$ cat config.mk
export PLATFORM = sky130hd
export DESIGN_NAME = tile_halo_split_3d_core
export DESIGN_NICKNAME = d
export VERILOG_FILES = /design/src/rtl/thsp_pkg.sv /design/src/rtl/thsp_axis.sv /design/src/rtl/thsp_walk.sv /design/src/rtl/tile_halo_split_3d_core.sv
export SDC_FILE = /design/constraint.sdc
export NUM_CORES = 1
export LEC_CHECK = 0
export BUFFER_PORTS_ARGS = -buffer_cell sky130_fd_sc_hd__buf_2
export CORE_MARGIN = 5
export CORE_UTILIZATION = 56
export DETAILED_ROUTE_END_ITERATION = 16
export PLACE_DENSITY = 0.75
export SYNTH_ARGS = -nofsm -noshare
export SYNTH_HDL_FRONTEND = slang
export SYNTH_SLANG_ARGS = --single-unit
$ cat constraint.sdc
create_clock -name clk -period 12.5 [get_ports clk]
set_input_delay 1.875 -clock clk [delete_from_list [all_inputs] [get_ports clk]]
set_output_delay 1.875 -clock clk [all_outputs]
set_load 0.01 [all_outputs]
$ cat src/rtl/thsp_pkg.sv
// ----------------------------------------------------------------------------
// thsp_pkg
// Shared types, codes and helpers for the 3D halo tile generator.
// ----------------------------------------------------------------------------
package thsp_pkg;

    localparam int DIM_W   = 13;
    localparam int HALO_W  = 12;
    localparam int MAX_DIM = 4096;

    // Request codes
    localparam logic REQ_START = 1'b0;
    localparam logic REQ_NEXT  = 1'b1;

    // Status codes
    localparam logic [1:0] ST_TILE   = 2'd0;
    localparam logic [1:0] ST_IDLE   = 2'd1;
    localparam logic [1:0] ST_REJECT = 2'd2;

    // Configuration register indexes
    localparam int CFG_IDX_W = 3;
    localparam logic [CFG_IDX_W-1:0] REG_VOL_X  = 3'd0;
    localparam logic [CFG_IDX_W-1:0] REG_VOL_Y  = 3'd1;
    localparam logic [CFG_IDX_W-1:0] REG_VOL_Z  = 3'd2;
    localparam logic [CFG_IDX_W-1:0] REG_HALO_X = 3'd3;
    localparam logic [CFG_IDX_W-1:0] REG_HALO_Y = 3'd4;
    localparam logic [CFG_IDX_W-1:0] REG_HALO_Z = 3'd5;

    // Reset values
    localparam logic [DIM_W-1:0]  VOL_RST  = 13'd256;
    localparam logic [HALO_W-1:0] HALO_RST = 12'd0;

    typedef struct packed {
        logic              req_type;
        logic [DIM_W-1:0]  tile_x;
        logic [DIM_W-1:0]  tile_y;
        logic [DIM_W-1:0]  tile_z;
    } in_word_t;

    typedef struct packed {
        logic [HALO_W-1:0] ext_start_x;
        logic [HALO_W-1:0] ext_start_y;
        logic [HALO_W-1:0] ext_start_z;
        logic [DIM_W-1:0]  ext_size_x;
        logic [DIM_W-1:0]  ext_size_y;
        logic [DIM_W-1:0]  ext_size_z;
        logic [2:0]        left_halo_mask;
        logic [DIM_W-1:0]  core_size_x;
        logic [DIM_W-1:0]  core_size_y;
        logic [DIM_W-1:0]  core_size_z;
        logic              last_tile;
        logic [1:0]        status;
    } out_word_t;

    // Register file contents seen by the tile datapath
    typedef struct packed {
        logic [DIM_W-1:0]  vol_x;
        logic [DIM_W-1:0]  vol_y;
        logic [DIM_W-1:0]  vol_z;
        logic [HALO_W-1:0] halo_x;
        logic [HALO_W-1:0] halo_y;
        logic [HALO_W-1:0] halo_z;
    } thsp_cfg_t;

    // Limit a size to the largest supported dimension
    function automatic logic [DIM_W-1:0] clamp_dim(input logic [DIM_W-1:0] v);
        if (v > DIM_W'(MAX_DIM))
            return DIM_W'(MAX_DIM);
        return v;
    endfunction

    // Volume extent: clamp, and treat zero as one
    function automatic logic [DIM_W-1:0] vol_extent(input logic [DIM_W-1:0] v);
        logic [DIM_W-1:0] c;
        c = clamp_dim(v);
        if (c == '0)
            return DIM_W'(1);
        return c;
    endfunction

endpackage

$ cat src/rtl/thsp_axis.sv
// ----------------------------------------------------------------------------
// thsp_axis
// Core and extended region geometry along one axis.
// ----------------------------------------------------------------------------
module thsp_axis (
    input  logic [thsp_pkg::DIM_W-1:0]  start,
    input  logic [thsp_pkg::DIM_W-1:0]  step,
    input  logic [thsp_pkg::DIM_W-1:0]  vol,
    input  logic [thsp_pkg::HALO_W-1:0] halo,
    output logic [thsp_pkg::HALO_W-1:0] ext_start,
    output logic [thsp_pkg::DIM_W-1:0]  ext_size,
    output logic [thsp_pkg::DIM_W-1:0]  core_size,
    output logic                        left_flag
);
    import thsp_pkg::*;

    logic [DIM_W-1:0] halo_w;
    logic [DIM_W-1:0] left;
    logic [DIM_W-1:0] rest;
    logic [DIM_W-1:0] core;
    logic [DIM_W-1:0] end_pos;
    logic [DIM_W-1:0] room;
    logic [DIM_W-1:0] right;
    logic [DIM_W-1:0] ext_start_w;
    logic [DIM_W:0]   size_sum;

    always_comb
    begin
        halo_w    = {1'b0, halo};
        left_flag = (start != '0);
        // limit the left halo to the core start
        if (!left_flag)
            left = '0;
        else if (halo_w < start)
            left = halo_w;
        else
            left = start;
        rest    = vol - start;
        core    = (step < rest) ? step : rest;
        end_pos = start + core;
        room    = vol - end_pos;
        right   = (halo_w < room) ? halo_w : room;
        ext_start_w = start - left;
        size_sum    = {1'b0, left} + {1'b0, core} + {1'b0, right};
    end

    assign ext_start = ext_start_w[HALO_W-1:0];
    assign ext_size  = size_sum[DIM_W-1:0];
    assign core_size = core;

endmodule

$ cat src/rtl/thsp_walk.sv
// ----------------------------------------------------------------------------
// thsp_walk
// Walk counters and tile result for one request, z innermost, x outermost.
// ----------------------------------------------------------------------------
module thsp_walk (
    input  logic                 clk,
    input  logic                 rst_n,
    input  logic                 adv,
    input  thsp_pkg::in_word_t   req,
    input  thsp_pkg::thsp_cfg_t  cfg,
    output thsp_pkg::out_word_t  res
);
    import thsp_pkg::*;

    logic [DIM_W-1:0] core_start_x_reg, core_start_y_reg, core_start_z_reg;
    logic [DIM_W-1:0] core_start_x_next, core_start_y_next, core_start_z_next;
    logic [DIM_W-1:0] step_x_reg, step_y_reg, step_z_reg;
    logic             walk_active_reg, walk_active_next;

    logic             is_start;
    logic             reject;
    logic             active;
    logic             in_range;
    logic [DIM_W-1:0] vx, vy, vz;
    logic [DIM_W-1:0] tx, ty, tz;
    logic [DIM_W-1:0] st_x, st_y, st_z;
    logic [DIM_W-1:0] pos_x, pos_y, pos_z;
    logic [DIM_W:0]   sum_x, sum_y, sum_z;
    logic             wrap_x, wrap_y, wrap_z;
    logic             last;

    logic [HALO_W-1:0] es_x, es_y, es_z;
    logic [DIM_W-1:0]  ez_x, ez_y, ez_z;
    logic [DIM_W-1:0]  cs_x, cs_y, cs_z;
    logic [2:0]        mask;

    always_comb
    begin
        vx = vol_extent(cfg.vol_x);
        vy = vol_extent(cfg.vol_y);
        vz = vol_extent(cfg.vol_z);
        tx = clamp_dim(req.tile_x);
        ty = clamp_dim(req.tile_y);
        tz = clamp_dim(req.tile_z);
        is_start = (req.req_type == REQ_START);
        reject   = (tx <= {1'b0, cfg.halo_x}) || (ty <= {1'b0, cfg.halo_y}) ||
                   (tz <= {1'b0, cfg.halo_z});
        // a start request restarts the walk from the origin with new steps
        st_x  = is_start ? tx : step_x_reg;
        st_y  = is_start ? ty : step_y_reg;
        st_z  = is_start ? tz : step_z_reg;
        pos_x = is_start ? '0 : core_start_x_reg;
        pos_y = is_start ? '0 : core_start_y_reg;
        pos_z = is_start ? '0 : core_start_z_reg;
        active   = is_start ? !reject : walk_active_reg;
        in_range = (pos_x < vx) && (pos_y < vy) && (pos_z < vz);
        sum_x  = {1'b0, pos_x} + {1'b0, st_x};
        sum_y  = {1'b0, pos_y} + {1'b0, st_y};
        sum_z  = {1'b0, pos_z} + {1'b0, st_z};
        wrap_x = (sum_x >= {1'b0, vx});
        wrap_y = (sum_y >= {1'b0, vy});
        wrap_z = (sum_z >= {1'b0, vz});
        last   = wrap_z && wrap_y && wrap_x;
    end

    thsp_axis u_axis_x (
        .start     (pos_x),
        .step      (st_x),
        .vol       (vx),
        .halo      (cfg.halo_x),
        .ext_start (es_x),
        .ext_size  (ez_x),
        .core_size (cs_x),
        .left_flag (mask[0])
    );

    thsp_axis u_axis_y (
        .start     (pos_y),
        .step      (st_y),
        .vol       (vy),
        .halo      (cfg.halo_y),
        .ext_start (es_y),
        .ext_size  (ez_y),
        .core_size (cs_y),
        .left_flag (mask[1])
    );

    thsp_axis u_axis_z (
        .start     (pos_z),
        .step      (st_z),
        .vol       (vz),
        .halo      (cfg.halo_z),
        .ext_start (es_z),
        .ext_size  (ez_z),
        .core_size (cs_z),
        .left_flag (mask[2])
    );

    always_comb
    begin
        res               = '0;
        core_start_x_next = pos_x;
        core_start_y_next = pos_y;
        core_start_z_next = pos_z;
        walk_active_next  = 1'b0;
        priority if (is_start && reject)
        begin
            res.status = ST_REJECT;
        end
        else if (!active || !in_range)
        begin
            res.status = ST_IDLE;
        end
        else
        begin
            res.ext_start_x    = es_x;
            res.ext_start_y    = es_y;
            res.ext_start_z    = es_z;
            res.ext_size_x     = ez_x;
            res.ext_size_y     = ez_y;
            res.ext_size_z     = ez_z;
            res.left_halo_mask = mask;
            res.core_size_x    = cs_x;
            res.core_size_y    = cs_y;
            res.core_size_z    = cs_z;
            res.last_tile      = last;
            res.status         = ST_TILE;
            // advance z, carry into y, then x
            core_start_z_next = wrap_z ? '0 : sum_z[DIM_W-1:0];
            if (wrap_z)
                core_start_y_next = wrap_y ? '0 : sum_y[DIM_W-1:0];
            if (wrap_z && wrap_y)
                core_start_x_next = wrap_x ? '0 : sum_x[DIM_W-1:0];
            walk_active_next = !last;
        end
    end

    always_ff @(posedge clk or negedge rst_n)
    begin
        if (!rst_n)
        begin
            core_start_x_reg <= '0;
            core_start_y_reg <= '0;
            core_start_z_reg <= '0;
            step_x_reg       <= '0;
            step_y_reg       <= '0;
            step_z_reg       <= '0;
            walk_active_reg  <= 1'b0;
        end
        else if (adv)
        begin
            core_start_x_reg <= core_start_x_next;
            core_start_y_reg <= core_start_y_next;
            core_start_z_reg <= core_start_z_next;
            step_x_reg       <= st_x;
            step_y_reg       <= st_y;
            step_z_reg       <= st_z;
            walk_active_reg  <= walk_active_next;
        end
    end

endmodule

$ cat src/rtl/tile_halo_split_3d_core.sv
// ----------------------------------------------------------------------------
// tile_halo_split_3d_core
// Overlapped 3D tile generator: per request, a tile with halo or a status word.
// ----------------------------------------------------------------------------
// Path: an accepted request is held in the input stage register, and its
//   result word is then registered in the output register.
// Throughput: one request per cycle unless out_stall holds the output; the
//   walk counters update in the same cycle as the tile math, so consecutive
//   requests chain without bubbles. Reset: walk idle, counters and steps zero,
//   volumes 256, halos 0; both pipeline registers empty.
// ----------------------------------------------------------------------------
module tile_halo_split_3d_core (
    input  logic                              clk,
    input  logic                              rst_n,
    // request channel
    input  logic                              in_valid,
    output logic                              in_stall,
    input  thsp_pkg::in_word_t                in_word,
    // result channel
    output logic                              out_valid,
    input  logic                              out_stall,
    output thsp_pkg::out_word_t               out_word,
    // register write channel
    input  logic                              cfg_valid,
    output logic                              cfg_ready,
    input  logic [thsp_pkg::CFG_IDX_W-1:0]    cfg_index,
    input  logic [thsp_pkg::DIM_W-1:0]        cfg_data
);
    import thsp_pkg::*;

    // Register file
    thsp_cfg_t cfg_reg;

    // Input stage
    in_word_t  s1_word_reg;
    logic      s1_vld_reg;
    logic      s1_vld_next;

    // Output stage
    out_word_t out_word_reg;
    logic      out_vld_reg;
    logic      out_vld_next;

    out_word_t res;
    logic      adv;
    logic      load;

    // Registers are always writable; the host must write them only while no
    // request is in flight. The block itself does not enforce this.
    assign cfg_ready = 1'b1;

    always_ff @(posedge clk or negedge rst_n)
    begin
        if (!rst_n)
        begin
            cfg_reg.vol_x  <= VOL_RST;
            cfg_reg.vol_y  <= VOL_RST;
            cfg_reg.vol_z  <= VOL_RST;
            cfg_reg.halo_x <= HALO_RST;
            cfg_reg.halo_y <= HALO_RST;
            cfg_reg.halo_z <= HALO_RST;
        end
        else if (cfg_valid && cfg_ready)
        begin
            unique case (cfg_index)
                REG_VOL_X:  cfg_reg.vol_x  <= cfg_data;
                REG_VOL_Y:  cfg_reg.vol_y  <= cfg_data;
                REG_VOL_Z:  cfg_reg.vol_z  <= cfg_data;
                REG_HALO_X: cfg_reg.halo_x <= cfg_data[HALO_W-1:0];
                REG_HALO_Y: cfg_reg.halo_y <= cfg_data[HALO_W-1:0];
                REG_HALO_Z: cfg_reg.halo_z <= cfg_data[HALO_W-1:0];
                default:    ;   // drop writes to unused indexes
            endcase
        end
    end

    // Advance the held request when the output register is empty or draining.
    assign adv      = s1_vld_reg && (!out_vld_reg || !out_stall);
    // Stall only when a request is held and cannot move on this cycle.
    assign in_stall = s1_vld_reg && !adv;
    assign load     = in_valid && !in_stall;

    always_comb
    begin
        if (load)
            s1_vld_next = 1'b1;
        else if (adv)
            s1_vld_next = 1'b0;
        else
            s1_vld_next = s1_vld_reg;

        if (adv)
            out_vld_next = 1'b1;
        else if (out_stall)
            out_vld_next = out_vld_reg;
        else
            out_vld_next = 1'b0;
    end

    always_ff @(posedge clk or negedge rst_n)
    begin
        if (!rst_n)
        begin
            s1_vld_reg  <= 1'b0;
            out_vld_reg <= 1'b0;
        end
        else
        begin
            s1_vld_reg  <= s1_vld_next;
            out_vld_reg <= out_vld_next;
        end
    end

    // Payload registers: no reset needed
    always_ff @(posedge clk)
    begin
        if (load)
            s1_word_reg <= in_word;
        if (adv)
            out_word_reg <= res;
    end

    // Tile math and walk state; state updates on the same edge as the result.
    thsp_walk u_walk (
        .clk   (clk),
        .rst_n (rst_n),
        .adv   (adv),
        .req   (s1_word_reg),
        .cfg   (cfg_reg),
        .res   (res)
    );

    assign out_valid = out_vld_reg;
    assign out_word  = out_word_reg;

    // A stall on the input side means a request is parked in the input stage.
    a_stall_has_word : assert property (@(posedge clk) disable iff (!rst_n)
        in_stall |-> s1_vld_reg)
        else $error("input stalled with empty input stage");

    // Every request that leaves the input stage shows up as a result word.
    a_adv_fills_out : assert property (@(posedge clk) disable iff (!rst_n)
        adv |=> out_vld_reg)
        else $error("advanced request produced no result word");

    // Non-tile results carry no geometry flags.
    a_nontile_clean : assert property (@(posedge clk) disable iff (!rst_n)
        (out_vld_reg && out_word_reg.status != ST_TILE) |->
            (!out_word_reg.last_tile && out_word_reg.left_halo_mask == 3'd0 &&
             out_word_reg.core_size_x == '0))
        else $error("status word carries tile fields");

    // A tile's extended region always covers a nonempty core.
    a_tile_covers_core : assert property (@(posedge clk) disable iff (!rst_n)
        (out_vld_reg && out_word_reg.status == ST_TILE) |->
            (out_word_reg.core_size_x != '0 && out_word_reg.core_size_y != '0 &&
             out_word_reg.core_size_z != '0 &&
             out_word_reg.ext_size_x >= out_word_reg.core_size_x &&
             out_word_reg.ext_size_y >= out_word_reg.core_size_y &&
             out_word_reg.ext_size_z >= out_word_reg.core_size_z))
        else $error("extended region smaller than core");

endmodule

Yosys cells after proc, flatten, opt, wreduce, memory -nomap -nowiden

Cells that the tools add are included.

Output and inout port bits: 123
Input port bits: 61
Bits in registers: 316
Word-level logic and storage cells: 182

$lt $le $gt $ge: 24
Add/subtract/negate cells: 21
Mux-type cells: 64
Equal/unequal tests: 6
Reductions and logical operators: 35
Bitwise gates (word level): 1

Operators with widths:

| kind                                           | count |
|---|---|
| two-way mux 13 bit                             | 47 |
| adder 13 bit                                   | 9 |
| > comparator 13 bit (second input constant)    | 6 |
| < comparator 12 x 13 -> 1 bit                  | 6 |
| < comparator 13 bit                            | 6 |
| subtractor 13 bit                              | 6 |
| adder 13 x 13 -> 14 bit                        | 3 |
| >= comparator 14 x 13 -> 1 bit                 | 3 |
| <= comparator 13 x 12 -> 1 bit                 | 3 |
| logical NOT 13 bit                             | 3 |
| nonzero test 13 bit                            | 3 |
| subtractor 12 bit                              | 3 |
| two-way mux 1 bit                              | 17 |
| AND reduction 2 bit                            | 6 |
| logical AND 1 bit                              | 8 |
| logical NOT 1 bit                              | 8 |
| == test 3 x 2 -> 1 bit (second input constant) | 2 |
| == test 3 bit (second input constant)          | 2 |
| logical OR 1 bit                               | 4 |
| == test 3 x 1 -> 1 bit (second input constant) | 1 |
| logical NOT 3 bit                              | 1 |
| != test 2 x 1 -> 1 bit (second input constant) | 1 |
| nonzero test 2 bit                             | 1 |
| OR reduction 2 bit                             | 1 |
| NOT 1 bit                                      | 1 |

Depth between registers and ports, before layout

Gate-level depths: netlist of run 1.

Depth in word-level cells: 14
Depth in mapped cells: 57
Depth with buffers taken out: 51

By module

From an unflattened synthesis of run 1, not the netlist that was laid out.

Cell total of the unflattened synthesis: 3103
Area total of the unflattened synthesis: 29650.9 µm²

By module, submodules not included:

| module                      | sequential area each (µm²) | cells each | area each (µm²) | instances |
|---|---|---|---|---|
| thsp_walk                   | 1976.9                     | 1145       | 9537.9          | 1 |
| tile_halo_split_3d_core     | 6735.2                     | 332        | 7897.6          | 1 |
| thsp_axis (u_walk.u_axis_x) | 0.0                        | 546        | 4113.9          | 1 |
| thsp_axis (u_walk.u_axis_y) | 0.0                        | 545        | 4106.4          | 1 |
| thsp_axis (u_walk.u_axis_z) | 0.0                        | 535        | 3995.1          | 1 |

Least setup slack after synthesis of run 1

Ideal clock, no wire load.

Path type: reg-to-reg
Start: register s1_word_reg[39] (netlist name)
End: register out_word_reg (netlist bit out_word[70]), data pin
Data required time: 12.243 ns
Cell stages (with the launch flop): 55
Clock period less this slack: 11.464 ns
Path buffers: 7
Arrival time: 11.207 ns
Path slack: 1.036 ns
Library setup time: 0.257 ns
Cells stage by stage: edfxtp_1 > buf_4 > buf_2 > buf_2 > buf_1 > clkbuf_1 > nand2_1 > inv_1 > ha_1 > inv_1 > fa_1 > maj3_1 > a21oi_2 > o221ai_1 > a31oi_1 > xnor2_1 > inv_1 > ha_1 > [... 19 more ...] > a21oi_1 > o31ai_1 > and3_1 > mux2_2 > buf_4 > mux2_2 > fa_1 > inv_1 > ha_1 > a21o_1 > a21oi_1 > o21ai_0 > nand2_1 > o21ai_0 > o41ai_1 > xnor2_1 > xnor2_1 > nor2_1

Cells in the longest elaborated chain, start to end: 9
Elaborated cells between the ends (all ways): 29
Classes of those cells: add/sub: 5; order compare: 6; mux: 9; bitwise: 1; reduce/logical: 8

Ends and longest elaborated chain:

| item                          | line                           | text |
|---|---|---|
| start: declaration            | tile_halo_split_3d_core.sv:35  | `in_word_t s1_word_reg;` |
| start signal: assignment      | tile_halo_split_3d_core.sv:118 | `s1_word_reg <= in_word;` |
| two-way mux 13 bit            | thsp_walk.sv:53                | `pos_y = is_start ? '0 : core_start_y_reg;` |
| subtractor 13 bit             | thsp_axis.sv:38                | `rest = vol - start;` |
| < comparator 13 bit           | thsp_axis.sv:39                | `core = (step < rest) ? step : rest;` |
| two-way mux 13 bit            | thsp_axis.sv:39                |  |
| adder 13 bit                  | thsp_axis.sv:40                | `end_pos = start + core;` |
| subtractor 13 bit             | thsp_axis.sv:41                | `room = vol - end_pos;` |
| < comparator 12 x 13 -> 1 bit | thsp_axis.sv:42                | `right = (halo_w < room) ? halo_w : room;` |
| two-way mux 13 bit            | thsp_axis.sv:42                |  |
| adder 13 bit                  | thsp_axis.sv:44                | `size_sum = {1'b0, left} + {1'b0, core} + {1'b0, right};` |
| end signal: assignment        | tile_halo_split_3d_core.sv:120 | `out_word_reg <= res;` |
| end: declaration              | tile_halo_split_3d_core.sv:40  | `out_word_t out_word_reg;` |

Parallel ways exist; a longest one is shown, timed or not.
A chain may end at the register's enable or synchronous reset.

Worst setup path in the final report of run 1

Start: register s1_word_reg[39] (netlist name)
End: register out_word_reg (netlist bit out_word[56]), data pin

Cells in the longest elaborated chain, start to end: 9
Elaborated cells between the ends (all ways): 29
Classes of those cells: add/sub: 5; order compare: 6; mux: 9; bitwise: 1; reduce/logical: 8

Ends and longest elaborated chain:

| item                          | line            | text |
|---|---|---|
| two-way mux 13 bit            | thsp_walk.sv:54 | `pos_z = is_start ? '0 : core_start_z_reg;` |
| subtractor 13 bit             | thsp_axis.sv:38 |  |
| < comparator 13 bit           | thsp_axis.sv:39 |  |
| two-way mux 13 bit            | thsp_axis.sv:39 |  |
| adder 13 bit                  | thsp_axis.sv:40 |  |
| subtractor 13 bit             | thsp_axis.sv:41 |  |
| < comparator 12 x 13 -> 1 bit | thsp_axis.sv:42 |  |
| two-way mux 13 bit            | thsp_axis.sv:42 |  |
| adder 13 bit                  | thsp_axis.sv:44 |  |

Parallel ways exist; a longest one is shown, timed or not.

==> impl_metrics.tcl, run 1 <==
set metrics [dict create \
    p_int_mw 5.11 \
    fin_area_um2 30700 \
    finalWirelength_um 88800 \
    tightest_slew_ns 1.21 \
    die_y_um 233 \
    avgRoutedWirePerCell_um 23.0 \
    fin_nets 3660 \
    cp_data_required_time_ns 12.75 \
    dr.pass1.iters 6 \
    grt_busiest_layer "met2" \
    crit_path_end_kind "flip-flop" \
    ant_nets 0 \
    core_area_um2 49000 \
    yosysSeqAreaShare_pct 31.4 \
    ir_worst_vdd_mv 0.510 \
    cts-buffers-inserted 37 \
    p_clk_share_pct 11.5 \
    num_rows 81 \
    p_sw_mw 4.83 \
    ys.flop_type "edfxtp_1" \
    slowest_stage "fa_1" \
    root_buffer "clkbuf_16" \
    synth_edf_count 160 \
    synth_area_um2 27800 \
    yosysTopAreaCellShare_pct 17.3 \
    grtUsageTotal_pct 32.2 \
    p_per_area_nw_per_um2 323 \
    synthToLayoutAreaGrowth_pct 10.7 \
    syn_inst 2996 \
    globalRoute.totalOverflow 0 \
    fin_tns_setup_ns 0 \
    p_comb_share_pct 74.6 \
    report.final.slew_viol_count 0 \
    num_vias 23600 \
    hold_viol 0 \
    slew_headroom_pct 18.2 \
    cp-start-kind "flip-flop" \
    drtIter0Drc 1940 \
    largest_reg_flops 120 \
    syn_area_per_cell_um2 9.27 \
    period_needed_ns 11.76 \
    swShare_pct 48.6 \
    htree_levels 2 \
    rsz0062_at_grt "false" \
    grt_pass1_vias 23100 \
    cap_violations 0 \
    synth.distinct_cells 85 \
    synth_area_leaders "edfxtp_1, ha_1, dfrtp_1" \
    grtUsageMet1_pct 42.6 \
    ys_ff_latch 316 \
    io_pins 184 \
    status "completed" \
    gr-usage-met2_pct 52.1 \
    leakage_nw 14.7 \
    synth_warnings 0 \
    fin_crit_sh_pct 94.1 \
    clkLatencyLatePin_ns 0.57 \
    die_area_um2 54100 \
    drive_gt1_share_pct 14.1 \
    cts_tree "done" \
    synthArstFlopShare_pct 49.4 \
    placed_area_um2 29400 \
    start_util_pct 56.7 \
    cts.sinks 316 \
    crit_fanout 40 \
    globalplace.congestion 1.04 \
    syn_nets 3489 \
    max_freq_mhz 85.0 \
    synth_commonest_cells "ha_1, inv_1, nand2_1" \
    cts_setup_buffers 0 \
    path_clk_slew_ns 0.06 \
    antennaDiodeCount 0 \
    p_seq_share_pct 13.9 \
    drcViolationCount 0 \
    final_core_utilization_pct 62.8 \
    setup_viol 0 \
    grt_pass1_wl_um 134000 \
    die_x_um 233 \
    power_mw 9.94 \
    synth_area_leader_cell "edfxtp_1" \
    cts_max_path_buffers 3 \
    grt_start_max_net_pins 98 \
    crit_arrival_ns 12.01 \
    synth_most_common_cell "ha_1" \
    cp_common_cell "ha_1" \
    critical-path-max-stage-delay_ns 0.52 \
    skew_ns 0.0206 \
    hp-class "flip-flop to flip-flop" \
    worstSetupPathType "flip-flop to flip-flop" \
    grtUsageMet3_pct 4.75 \
    hpwl_um 70800 \
    via_per_inst 6.12 \
    antenna_found_initial 0 \
    io_buffers 182 \
]
[kinds of logic after synthesis]
logic type               Yosys count  synth area share [%]
AO/OA/AOI/OAI                    648                  14.9
XOR/XNOR                         153                  4.83
AND/OR/NAND/NOR                  885                  14.9
flip-flops                       316                  31.4
multiplexers                     169                  6.80
other                              1                0.0135
adder cells (fa/ha/maj)          437                  21.8
buffers and inverters            387                  5.43
[what timing repair did]
item / CTS / global route
endpoints found under the setup margin: 0 / 8
hold buffers: 0 / 0
gates resized for setup: 0 / 12
[final timing paths]
path	depth (start not counted)	end	slack (ns)	start
max	47	out_word[56]$_SDFFCE_PP0P_	0.74	s1_word_reg[39]$_DFFE_PP_
min	2	u_walk.step_y_reg[6]$_DFFE_PN0P_	0.47	u_walk.step_y_reg[6]$_DFFE_PN0P_
max reg2reg	47	out_word[56]$_SDFFCE_PP0P_	0.74	s1_word_reg[39]$_DFFE_PP_
min reg2reg	2	u_walk.step_y_reg[6]$_DFFE_PN0P_	0.47	u_walk.step_y_reg[6]$_DFFE_PN0P_
max in group asynchronous	3	cfg_reg[27]$_DFFE_PN0P_	9.33	rst_n
min in group asynchronous	1	u_walk.step_z_reg[11]$_DFFE_PN0P_	1.20	rst_n
[through the flow]
step / setup slack, ns / hold slack (ns) / instances
floorplan: 1.04 / 0.440 / 2996
global placement: 0.803 / 0.452 / 3792
detailed placement: 0.530 / 0.459 / 3792
CTS: 0.469 / 0.474 / 3860
global route: 0.0470 / 0.484 / 3860
finish: 0.738 / 0.471 / 3860
[metal layers]
layer	part of all wire, %	wire length (um)	up-vias
met1	41	36500	11500
met4	5.8	5120	0
met3	7.5	6700	238
li1	-	-	10900
met2	46	40500	1006
met5	0	0	-
[critical path: cells and delay by family (launching register included)]
family / cells / cell delay, ns
AND/OR/NAND/NOR: 8 / 1.25
adder cells (fa/ha/maj): 10 / 3.44
multiplexers: 2 / 0.71
AO/OA/AOI/OAI: 23 / 4.86
buffers and inverters: 3 / 0.60
flip-flops: 1 / 0.36
XOR/XNOR: 1 / 0.21
[cells in the final DEF (no fill, tap or decap), types with 38 or more instances in the layout]
cell / n
ha_1: 352
inv_1: 300
nand2_1: 300
nor2_1: 241
o21ai_0: 198
buf_2: 181
edfxtp_1: 160
dfrtp_1: 153
a21oi_1: 148
mux2_2: 116
xnor2_1: 100
fa_1: 80
nor2b_1: 71
nor3_1: 61
a21o_1: 58
xor2_1: 53
mux2i_1: 42
clkbuf_16: 41
nand2b_1: 40
nand3_1: 38
[cell type report]
type / instances / area (um2)
clock inverters: 20 / 196
repair buffers: 214 / 1160
fillers: 4124 / 18200
multi-input cells: 2293 / 17600
inverters: 305 / 1150
well taps: 664 / 831
flip-flops and latches: 316 / 8710
clock buffers: 48 / 1080
[power by group through the flow]
stage | Sequential (mW) | Combinational, mW | Clock [mW]
after floorplan | 1.39 | 5.55 | 0
after global placement | 1.39 | 7.06 | 0
after detailed placement | 1.40 | 7.24 | 0
after CTS | 1.38 | 7.32 | 1.16
after global routing | 1.40 | 8.29 | 1.19
final | 1.38 | 7.41 | 1.14
Power figures use the tool's default switching activity.
==> inputs of run 2 (changes only) <==
==> constraint.sdc (replaced) <==
create_clock -name clk -period 13.65 [get_ports clk]
set_input_delay 2.0475 -clock clk [delete_from_list [all_inputs] [get_ports clk]]
set_output_delay 2.0475 -clock clk [all_outputs]
set_load 0.01 [all_outputs]
==> run 2 against run 1 <==
Die area unchanged. Final area shrank 0.50%. Via count fell by 0.85%. Register-to-register slack gained 0.75 ns. Combinational power down 8.6%. Largest cell class unchanged. Non-clock buffer count decreased by 10.
==> impl_metrics.tcl, run 2 (synthesis results as in run 1) <==
set metrics [dict create \
    cts.sinks 316 \
    ant_nets 0 \
    cap_violations 0 \
    crit_cells 49 \
    worstSetupPathType "flip-flop to flip-flop" \
    place_inst 3782 \
    cts_tree "done" \
    holdBufCountCts 0 \
    tightest_slew_ns 1.37 \
    fin_nets 3651 \
    crit_fanout 21 \
    crit_family "compound AO/OA/AOI/OAI gates" \
    hold_start "u_walk.step_z_reg[8]$_DFFE_PN0P_" \
    endpoint "out_word[70]$_SDFFCE_PP0P_" \
    drcViolationCount 0 \
    cts-buffers-inserted 38 \
    pre_cts_ws_ns 1.75 \
    num_rows 81 \
    avgRoutedWirePerCell_um 23.6 \
    most-common-layout-cells "ha_1, inv_1, nand2_1" \
    report.final.slew_viol_count 0 \
    grt_pass1_wl_um 137000 \
    hp-class "flip-flop to flip-flop" \
    placed_area_um2 29300 \
    grt_pass1_vias 23200 \
    htree_levels 2 \
    drtIter0Drc 1981 \
    grtUsageTotal_pct 33.1 \
    reg2reg_to "out_word[70]$_SDFFCE_PP0P_" \
    via_per_inst 6.08 \
    crit_buf_inv 6 \
    root_buffer "clkbuf_16" \
    synthToLayoutAreaGrowth_pct 10.2 \
    cts_setup_buffers 0 \
    fin_tns_setup_ns 0 \
    reg2regPathDepth 49 \
    largest_reg_flops 120 \
    holdWs_ns 0.471 \
    globalplace.congestion 1.03 \
    drive_gt1_share_pct 13.4 \
    slowest_stage "a2111oi_0" \
    cp-start-kind "flip-flop" \
    power_mw 9.08 \
    die_y_um 233 \
    fin_crit_sh_pct 89.1 \
    antenna_found_initial 5 \
    crit_path_end_kind "flip-flop" \
    skew_ns 0.0172 \
    period_needed_ns 12.16 \
    crit_arrival_ns 12.46 \
    slew_headroom_pct 8.71 \
    die_x_um 233 \
    setup_viol 0 \
    hpwl_um 72100 \
    io_buffers 182 \
    final_cells 3852 \
    p_per_area_nw_per_um2 297 \
    hold_viol 0 \
    rsz0062_at_grt "false" \
    die_area_um2 54100 \
    fillCellCount 4153 \
    finalWirelength_um 91000 \
    final_core_utilization_pct 62.5 \
    ir_worst_vdd_mv 0.346 \
    cp_data_required_time_ns 13.95 \
    setup_slack_ns 1.49 \
    status "completed" \
    fin_area_um2 30600 \
    antennaDiodeCount 0 \
    io_pins 184 \
    core_area_um2 49000 \
    cts-resized-gates 0 \
    globalRoute.totalOverflow 0 \
    rr_startpoint "s1_word_reg[39]$_DFFE_PP_" \
    grt_start_max_net_pins 87 \
    max_freq_mhz 82.2 \
    r2r_setup_slack_ns 1.49 \
    num_vias 23400 \
    cts_max_path_buffers 3 \
    leakage_nw 14.6 \
    cp_common_cell "ha_1" \
    path_clk_slew_ns 0.06 \
    critical-path-max-stage-delay_ns 0.87 \
    dr.pass1.iters 7 \
    start_util_pct 56.7 \
    final_common_cell "ha_1" \
    crit_start "s1_word_reg[39]$_DFFE_PP_" \
    clkLatencyLatePin_ns 0.58 \
]
-- run 2: cell types whose count changed in the layout (fill, tap and decap cells not counted), moves of 2 or more --
cell / before / now
clkinv_4: 4 / 0
a21oi_1: 148 / 155
buf_4: 31 / 22
a21oi_4: 2 / 0
clkbuf_1: 4 / 9
clkbuf_8: 4 / 1
inv_6: 2 / 5
clkinv_1: 2 / 4
a21oi_2: 7 / 2
-- run 2: worst min-delay path by stage --
stage | depth (start not counted) | to | slack, ns
after floorplan | 2 | u_walk.step_x_reg[12]$_DFFE_PN0P_ | 0.44
after global placement | 2 | u_walk.step_x_reg[12]$_DFFE_PN0P_ | 0.45
after detailed placement | 2 | u_walk.step_z_reg[3]$_DFFE_PN0P_ | 0.46
after CTS | 2 | u_walk.step_z_reg[3]$_DFFE_PN0P_ | 0.47
after global routing | 2 | u_walk.step_y_reg[8]$_DFFE_PN0P_ | 0.49
final | 2 | u_walk.step_z_reg[8]$_DFFE_PN0P_ | 0.47
-- run 2: final cells by class --
class | count | area [um2] | area share (%)
multi-input combinational | 2293 | 17600 | 57.4
sequential | 316 | 8710 | 28.5
inverter | 305 | 1150 | 3.76
timing repair buffer | 204 | 1080 | 3.54
clock buffer | 50 | 1050 | 3.43
tap | 664 | 831 | 2.72
clock inverter | 20 | 203 | 0.663
-- run 2: worst min-delay path, stage by stage, from the launching register on --
cell	delay [ns]
dfrtp_1	0.34
nand2_1	0.05
nand2_1	0.05
-- run 2: where the power goes --
group	switching [mW]	internal, mW
Clock	0.433	0.604
Sequential	0.108	1.16
Combinational	3.92	2.86
-- run 2: layer usage --
layer,vias to the layer above,GRT usage [%],wire length (um)
li1,10900,-,-
met1,11300,43.0,37300
met2,936,53.9,41700
met3,250,6.21,7090
met4,2,15.2,4850
met5,-,0,13
